### src/rtl/tfbc_pkg.sv
// Shared types, constants and round function for the byte cipher
package tfbc_pkg;

   localparam int NUM_ROUNDS = 4;
   localparam int KEY_W      = 6;
   localparam int CSR_ADDR_W = 5;
   localparam int CSR_IDX_W  = 3;

   localparam logic [CSR_IDX_W-1:0] REG_KEY0 = 3'd0;
   localparam logic [CSR_IDX_W-1:0] REG_KEY1 = 3'd1;
   localparam logic [CSR_IDX_W-1:0] REG_KEY2 = 3'd2;
   localparam logic [CSR_IDX_W-1:0] REG_KEY3 = 3'd3;
   localparam logic [CSR_IDX_W-1:0] REG_MODE = 3'd4;

   localparam logic [3:0] SBOX1 [4][16] = '{
      '{4'd14, 4'd4,  4'd13, 4'd1,  4'd2,  4'd15, 4'd11, 4'd8,
        4'd3,  4'd10, 4'd6,  4'd12, 4'd5,  4'd9,  4'd0,  4'd7},
      '{4'd0,  4'd15, 4'd7,  4'd4,  4'd14, 4'd2,  4'd13, 4'd1,
        4'd10, 4'd6,  4'd12, 4'd11, 4'd9,  4'd5,  4'd3,  4'd8},
      '{4'd4,  4'd1,  4'd14, 4'd8,  4'd13, 4'd6,  4'd2,  4'd11,
        4'd15, 4'd12, 4'd9,  4'd7,  4'd3,  4'd10, 4'd5,  4'd0},
      '{4'd15, 4'd12, 4'd8,  4'd2,  4'd4,  4'd9,  4'd1,  4'd7,
        4'd5,  4'd11, 4'd3,  4'd14, 4'd10, 4'd0,  4'd6,  4'd13}
   };

   typedef struct packed {
      logic [NUM_ROUNDS-1:0][KEY_W-1:0] round_key;
      logic                             decrypt_mode;
   } cfg_type;

   function automatic logic [7:0] feistel_round(logic [7:0] din, logic [KEY_W-1:0] key);
      logic [3:0]       left;
      logic [3:0]       right;
      logic [KEY_W-1:0] expd;
      logic [1:0]       row;
      logic [3:0]       col;
      logic [3:0]       sout;
      logic [3:0]       fval;
      left  = din[7:4];
      right = din[3:0];
      expd  = {right[2], right[3], right[2], right[1], right[0], right[1]} ^ key;
      row   = {expd[5], expd[0]};
      col   = expd[4:1];
      sout  = SBOX1[row][col];
      fval  = {sout[2], sout[0], sout[3], sout[1]};
      return {right, left ^ fval};
   endfunction

endpackage

### src/rtl/tfbc_if.sv
// Valid/ready channel interfaces for input and result words
interface tfbc_req_if;
   logic       valid;
   logic       ready;
   logic [7:0] data_byte;
   modport source (output valid, output data_byte, input ready);
   modport sink   (input valid, input data_byte, output ready);
endinterface

interface tfbc_rsp_if;
   logic       valid;
   logic       ready;
   logic [7:0] result_byte;
   modport source (output valid, output result_byte, input ready);
   modport sink   (input valid, input result_byte, output ready);
endinterface

### src/rtl/toy_feistel_byte_cipher.sv
// Throughput: one word per cycle; a stalled output holds words in the round stages.
// Each of the four round stages is a register, the last one doubling as output register.
// Reset (synchronous, active high) empties the stages and clears keys and mode to zero.
// Top level of the four-round byte cipher
module toy_feistel_byte_cipher import tfbc_pkg::*; (
   input  logic                  clock,
   input  logic                  reset,
   tfbc_req_if.sink              req_if,
   tfbc_rsp_if.source            rsp_if,
   input  logic                  csr_psel,
   input  logic                  csr_penable,
   input  logic                  csr_pwrite,
   input  logic [CSR_ADDR_W-1:0] csr_paddr,
   input  logic [31:0]           csr_pwdata,
   output logic [31:0]           csr_prdata,
   output logic                  csr_pready
);

   cfg_type                          cfg;
   logic [NUM_ROUNDS:0]              link_valid;
   logic [NUM_ROUNDS:0]              link_ready;
   logic [NUM_ROUNDS:0][7:0]         link_byte;
   logic [NUM_ROUNDS-1:0][KEY_W-1:0] cell_key;

   tfbc_csr u_csr (
      .clock       (clock),
      .reset       (reset),
      .csr_psel    (csr_psel),
      .csr_penable (csr_penable),
      .csr_pwrite  (csr_pwrite),
      .csr_paddr   (csr_paddr),
      .csr_pwdata  (csr_pwdata),
      .csr_prdata  (csr_prdata),
      .csr_pready  (csr_pready),
      .cfg         (cfg)
   );

   assign link_valid[0] = req_if.valid;
   assign link_byte[0]  = req_if.data_byte;
   assign req_if.ready  = link_ready[0];

   for (genvar j = 0; j < NUM_ROUNDS; j++) begin : g_cell
      assign cell_key[j] = cfg.decrypt_mode ? cfg.round_key[NUM_ROUNDS-1-j]
                                            : cfg.round_key[j];
      tfbc_cell u_cell (
         .clock     (clock),
         .reset     (reset),
         .in_valid  (link_valid[j]),
         .in_ready  (link_ready[j]),
         .in_byte   (link_byte[j]),
         .round_key (cell_key[j]),
         .out_valid (link_valid[j+1]),
         .out_ready (link_ready[j+1]),
         .out_byte  (link_byte[j+1])
      );
   end

   assign rsp_if.valid       = link_valid[NUM_ROUNDS];
   assign link_ready[NUM_ROUNDS] = rsp_if.ready;
   assign rsp_if.result_byte = {link_byte[NUM_ROUNDS][3:0], link_byte[NUM_ROUNDS][7:4]};

endmodule

### src/rtl/tfbc_csr.sv
// APB-style configuration registers: round keys and mode
module tfbc_csr import tfbc_pkg::*; (
   input  logic                  clock,
   input  logic                  reset,
   input  logic                  csr_psel,
   input  logic                  csr_penable,
   input  logic                  csr_pwrite,
   input  logic [CSR_ADDR_W-1:0] csr_paddr,
   input  logic [31:0]           csr_pwdata,
   output logic [31:0]           csr_prdata,
   output logic                  csr_pready,
   output cfg_type               cfg
);

   logic [NUM_ROUNDS-1:0][KEY_W-1:0] key_ff, key_in;
   logic                             mode_ff, mode_in;
   logic [CSR_IDX_W-1:0]             idx;
   logic                             wr_en;

   assign csr_pready = 1'b1;
   assign idx        = csr_paddr[CSR_ADDR_W-1:2];
   assign wr_en      = csr_psel && csr_penable && csr_pwrite;

   always_comb begin
      key_in  = key_ff;
      mode_in = mode_ff;
      if (wr_en) begin
         unique case (idx)
            REG_KEY0: key_in[0] = csr_pwdata[KEY_W-1:0];
            REG_KEY1: key_in[1] = csr_pwdata[KEY_W-1:0];
            REG_KEY2: key_in[2] = csr_pwdata[KEY_W-1:0];
            REG_KEY3: key_in[3] = csr_pwdata[KEY_W-1:0];
            REG_MODE: mode_in   = csr_pwdata[0];
            default:  ;
         endcase
      end
   end

   always_comb begin
      unique case (idx)
         REG_KEY0: csr_prdata = {{(32-KEY_W){1'b0}}, key_ff[0]};
         REG_KEY1: csr_prdata = {{(32-KEY_W){1'b0}}, key_ff[1]};
         REG_KEY2: csr_prdata = {{(32-KEY_W){1'b0}}, key_ff[2]};
         REG_KEY3: csr_prdata = {{(32-KEY_W){1'b0}}, key_ff[3]};
         REG_MODE: csr_prdata = {31'd0, mode_ff};
         default:  csr_prdata = 32'd0;
      endcase
   end

   always_ff @(posedge clock) begin
      if (reset) begin
         key_ff  <= '0;
         mode_ff <= 1'b0;
      end else begin
         key_ff  <= key_in;
         mode_ff <= mode_in;
      end
   end

   assign cfg.round_key    = key_ff;
   assign cfg.decrypt_mode = mode_ff;

endmodule

### src/rtl/tfbc_cell.sv
// One Feistel round stage with its own valid/ready hop
module tfbc_cell import tfbc_pkg::*; (
   input  logic             clock,
   input  logic             reset,
   input  logic             in_valid,
   output logic             in_ready,
   input  logic [7:0]       in_byte,
   input  logic [KEY_W-1:0] round_key,
   output logic             out_valid,
   input  logic             out_ready,
   output logic [7:0]       out_byte
);

   logic       valid_ff, valid_in;
   logic [7:0] byte_ff, byte_in;

   assign in_ready = !valid_ff || out_ready;

   always_comb begin
      valid_in = in_ready ? in_valid : valid_ff;
      byte_in  = (in_ready && in_valid) ? feistel_round(in_byte, round_key) : byte_ff;
   end

   always_ff @(posedge clock) begin
      if (reset) begin
         valid_ff <= 1'b0;
      end else begin
         valid_ff <= valid_in;
      end
   end

   always_ff @(posedge clock) begin
      byte_ff <= byte_in;
   end

   assign out_valid = valid_ff;
   assign out_byte  = byte_ff;

endmodule

### src/flat_wrapper.sv
// flat-port wrapper written by rule: the top's interface ports become plain ports
module toy_feistel_byte_cipher_flat import tfbc_pkg::*;
  (clock, reset, csr_psel, csr_penable, csr_pwrite, csr_paddr, csr_pwdata, csr_prdata, csr_pready, req_if_valid, req_if_data_byte, req_if_ready, rsp_if_valid, rsp_if_result_byte, rsp_if_ready);
  tfbc_req_if req_if_i ();
  tfbc_rsp_if rsp_if_i ();
  input  logic clock;
  input  logic reset;
  input  logic csr_psel;
  input  logic csr_penable;
  input  logic csr_pwrite;
  input  logic [CSR_ADDR_W-1:0] csr_paddr;
  input  logic [31:0] csr_pwdata;
  output logic [31:0] csr_prdata;
  output logic csr_pready;
  input wire logic [$bits(req_if_i.valid)-1:0] req_if_valid;
  input wire logic [$bits(req_if_i.data_byte)-1:0] req_if_data_byte;
  output wire logic [$bits(req_if_i.ready)-1:0] req_if_ready;
  output wire logic [$bits(rsp_if_i.valid)-1:0] rsp_if_valid;
  output wire logic [$bits(rsp_if_i.result_byte)-1:0] rsp_if_result_byte;
  input wire logic [$bits(rsp_if_i.ready)-1:0] rsp_if_ready;
  assign req_if_i.valid = req_if_valid;
  assign req_if_i.data_byte = req_if_data_byte;
  assign req_if_ready = req_if_i.ready;
  assign rsp_if_valid = rsp_if_i.valid;
  assign rsp_if_result_byte = rsp_if_i.result_byte;
  assign rsp_if_i.ready = rsp_if_ready;
  toy_feistel_byte_cipher u_core (.clock(clock), .reset(reset), .req_if(req_if_i), .rsp_if(rsp_if_i), .csr_psel(csr_psel), .csr_penable(csr_penable), .csr_pwrite(csr_pwrite), .csr_paddr(csr_paddr), .csr_pwdata(csr_pwdata), .csr_prdata(csr_prdata), .csr_pready(csr_pready));
endmodule
### config.mk
export PLATFORM = sky130hd
export DESIGN_NAME = toy_feistel_byte_cipher_flat
export DESIGN_NICKNAME = d
export VERILOG_FILES = /design/src/rtl/tfbc_pkg.sv /design/src/rtl/tfbc_if.sv /design/src/rtl/toy_feistel_byte_cipher.sv /design/src/rtl/tfbc_csr.sv /design/src/rtl/tfbc_cell.sv /design/src/flat_wrapper.sv
export SDC_FILE = /design/constraint.sdc
export NUM_CORES = 1
export LEC_CHECK = 0
export BUFFER_PORTS_ARGS = -buffer_cell sky130_fd_sc_hd__buf_2
export CAP_MARGIN = 0
export CELL_PAD_IN_SITES_DETAIL_PLACEMENT = 1
export CELL_PAD_IN_SITES_GLOBAL_PLACEMENT = 2
export CORE_ASPECT_RATIO = 1.25
export CORE_MARGIN = 2
export CORE_UTILIZATION = 35
export CTS_CLUSTER_SIZE = 8
export DETAILED_ROUTE_END_ITERATION = 6
export GPL_TIMING_DRIVEN = 0
export PLACE_DENSITY_LB_ADDON = 0.1
export SLEW_MARGIN = 25
export SYNTH_ARGS = -nofsm -noshare
export SYNTH_HDL_FRONTEND = slang
export SYNTH_SLANG_ARGS = --single-unit
### constraint.sdc
create_clock -name clock -period 3.1 [get_ports clock]
set_input_delay 0.465 -clock clock [delete_from_list [all_inputs] [get_ports clock]]
set_output_delay 0.465 -clock clock [all_outputs]
set_load 0.03 [all_outputs]
==> run summary <==
The flow ran to the end, and the final reports show no timing, DRC or antenna violations. Combinational logic burns 36.1% of the power. Using the TritonRoute via totals, the vias-per-cell ratio works out to 5.60.

The sequential cells in the finished layout cover a total of 0.00154 mm^2. The worst hold path terminates at u_core.g_cell[0].u_cell.out_byte[7]. The wire length of the first global-routing pass came out at 33.7 mm. For the fmax, the log shows 327 MHz. The worst clock skew came out at 4.43 ps. The HPWL after detailed placement came out at 16.7 mm. STA puts the critical path data required time at 3170 ps.

Clock-pin slew was measured on the worst setup and hold paths at 50 ps. STA classifies the critical path startpoint as a register. A synthesized cell averages 8.58 um^2. X dimension of the die: 125 um.

The cell area that synthesis handed to floorplanning was 0.00638 mm^2. The die is 155 um tall. Violation count after the first detailed-route iteration: 355.

The post-synthesis to final-layout area growth is 17.6%. In this run the critical register-to-register path is captured at u_core.g_cell[3].u_cell.out_byte[1]. In this run switching power makes up 35.2% of total power. Of all nets on the critical path, the largest fanout is 12. The tools report the clock network fraction of design power as 33.3%. Setup repair after global routing could not meet its margin everywhere. Dividing the detail-routed wire length by the instance count gives 20.6 um.

The count of cells along the worst register-to-register path works out to 11. The number of cells traversed by the worst hold path works out to 1. Counting every sink on the clock net gives 61. The number of slew-limit violations in the final report was 0. Wires add up to 21.6 mm. Counting along the longest clock path gives a buffer depth of 2. TritonCTS built the clock tree.

The initial utilization of the core area, before any placement, comes to 35.5%. The synthesized design spends more area on one cell type than any other, namely edfxtp_1. Buffers inserted to repair hold after CTS numbered 0. Of the synthesized area, sequential elements account for 24.2%.

For the row count, the log shows 55. The worst setup path category was reg -> reg. Nature of the critical path endpoint: a register.

The multi-input combinational cell area came out at 0.00465 mm^2. In this run the static leakage power is 2.78 nW. Counting instances in the post-synthesis netlist gives the leading cell types as nand2_1 (85), a21oi_1 (53), nor2_1 (52). Dividing total power by cell area gives a power density of 416 mW/mm^2. Entering global routing, the biggest net connects 13 pins. Synthesis handed over a netlist of 744 instances. The tree is rooted in a clkbuf_16. In this run the remaining antenna-violating nets after routing total 0. Yosys instantiated no cell more often than nand2_1.

Launch instance of the worst register-to-register path: u_core.u_csr.mode_ff. The run gives 5 as the first-pass iteration count of the detailed router. The final layout contains 902 nets. Across all register-to-register paths, the minimum setup slack is 40 ps.

The internal portion of the total power is 2.03 mW. The worst-skew pair later-pin latency is 330 ps, and the initial antenna violation count is 1. In this run, CTS created clock tree buffers numbering 9. After global routing the overflow that remains totals 0. The synthesized design contains 32 enable-type register cells. Total power for the finished layout comes to 3.13 mW. Per report_power, the sequential group accounts for 30.5% of the total.

The maximum resistive drop on vdd was 0.239 mV. Sorting the synthesized cells by area gives the leading types as edfxtp_1 (15%), dfxtp_1 (9.1%), mux2i_1 (7.8%), ha_1 (6.3%), nand2_1 (5.0%). Dominant register cell in the synthesized netlist: edfxtp_1.

The number of buffers inserted by port buffering works out to 35. The number of different library cells used by synthesis comes to 74. After layout, the worst setup slack is 44.9 ps. Post-layout minimum cycle time: 3060 ps.

After floorplanning, the core was sized to cover 0.0180 mm^2. For the pin with the worst max-slew slack, the measured transition is 974 ps. Cells fill 41.8% of the core in the end. Data arrives at the worst endpoint at 3130 ps. DRC violation count after routing: 0.

For the routability-driven placement congestion ratio, the log shows 0.920. Global routing usage summed across all routing layers: 21.8%. The analysis attributes to net switching a power of 1.10 mW. Yosys printed 0 warnings. In this run the tightest slew margin relative to its limit is 34.9%. In the synthesized netlist the async set-or-reset flop fraction comes to 0%. The type of the worst min-delay path is in -> reg. The worst-case setup slack after placement is -411 ps. The run gives 0.0193 mm^2 as the die footprint. The tool flagged a number of max-cap violations equal to 0. The via count of the first global-routing pass was 6088. In the final layout, the share of cells above drive strength 1 is 19.6%.

Fill cells in the final layout number 2154. The final hold violation count is 0, and the count of pins on the block boundary is 95. The worst hold path startpoint was req_if_data_byte[3].

The total of endpoints with negative setup slack in the final report was 0; the final period utilization was 98.6%. The tools report the H-tree depth as 3. The share of the synthesized area in the top cell type is 15.1%, and the total vias in the final route is 5895. The number of register bits inferred by synthesis came out at 61.
area by class of cell:
class,instances,share of cell area (%)
timing repair buffer,38,2.63
antenna,1,0.0333
clock inverter,6,1.03
sequential,61,20.5
buffer,77,6.14
multi-input combinational,615,61.9
clock buffer,10,3.05
tap,228,3.80
inverter,16,0.834
stage by stage:
step	cells	setup TNS [ps]	hold slack [ps]	area, um^2
2_1_floorplan	769	0	424	6470
5_1_grt	1051	-121	363	7500
3_3_place_gp	1032	-2350	456	6930
6_report	1052	0	370	7500
3_5_place_dp	1032	-2420	470	6930
4_1_cts	1050	-119	364	7350
repair_timing:
item | in CTS | in global routing
endpoints found under the setup margin | 13 | 10
pin swaps | 0 | 1
gates resized for setup | 13 | 25
gates cloned | 0 | 0
setup buffers | 2 | 1
worst max-delay path: stages, from the launching register on:
cell	delay, ps
dfxtp_1	320
buf_6	160
buf_12	200
mux2i_4	310
xnor2_4	200
inv_2	230
ha_1	250
nand2b_1	130
a21oi_1	80
or4_1	420
a31oi_1	380
xnor2_1	100
layer usage:
| layer | vias to the layer above | global-route usage [%] | routed length, um | share of wire, % |
|---|---|---|---|---|
| met4 | 0 | 6.69 | 477 | 2.2 |
| li1 | 2830 | - | - | - |
| met5 | - | 0 | 0 | 0 |
| met2 | 151 | 39.8 | 11100 | 51 |
| met1 | 2881 | 26.7 | 9360 | 43 |
| met3 | 33 | 2.92 | 722 | 3.3 |
kinds of logic (layout without fill, tap and decap cells):
group,after synthesis,after routing,synth area share [%]
other,2,28,0.118
multiplexers,67,67,13.0
XOR/XNOR,62,62,10.3
buffers and inverters,93,147,8.08
AND/OR/NAND/NOR,252,252,19.8
AO/OA/AOI/OAI,175,175,18.3
adder cells (fa/ha/maj),32,32,6.28
flip-flops,61,61,24.2
flip-flops by register name (all words and copies together), names as in the netlist:
name                            flops
u_core.g_cell.u_cell.out_valid      4
u_core.u_csr.mode_ff                1
u_core.g_cell.u_cell.out_byte      32
u_core.u_csr.cfg                   24
placed cells by master, fill, tap and decap left out, types with 28 or more instances in the layout:
cell       n
mux2i_1   44
nand2_1   85
buf_4     31
nand3_1   31
buf_2     53
ha_1      28
nor2_1    52
a21oi_1   52
dfxtp_1   29
xnor2_1   28
edfxtp_1  32
worst max path at each step:
stage                               startpoint                             endpoint  slack, ps  cells past startpoint
after floorplan           u_core.u_csr.mode_ff  u_core.g_cell[3].u_cell.out_byte[0]        290                     11
after global placement    u_core.u_csr.mode_ff  u_core.g_cell[3].u_cell.out_byte[0]       -360                     11
after detailed placement  u_core.u_csr.mode_ff  u_core.g_cell[0].u_cell.out_byte[0]       -410                     11
after CTS                 u_core.u_csr.mode_ff  u_core.g_cell[0].u_cell.out_byte[0]        -50                     11
after global routing      u_core.u_csr.mode_ff  u_core.g_cell[3].u_cell.out_byte[0]        -80                     11
final                     u_core.u_csr.mode_ff  u_core.g_cell[3].u_cell.out_byte[1]         40                     11
power by group through the flow:
stage          Clock (mW)  Sequential, mW  Combinational (mW)
6_report             1.04           0.954                1.13
5_1_grt              1.09           0.958                1.22
4_1_cts              1.05           0.953                1.09
3_5_place_dp            0           0.968                1.07
3_3_place_gp            0           0.968                1.06
2_1_floorplan           0           0.959               0.786
No activity file was read; power rests on OpenSTA's default activity.
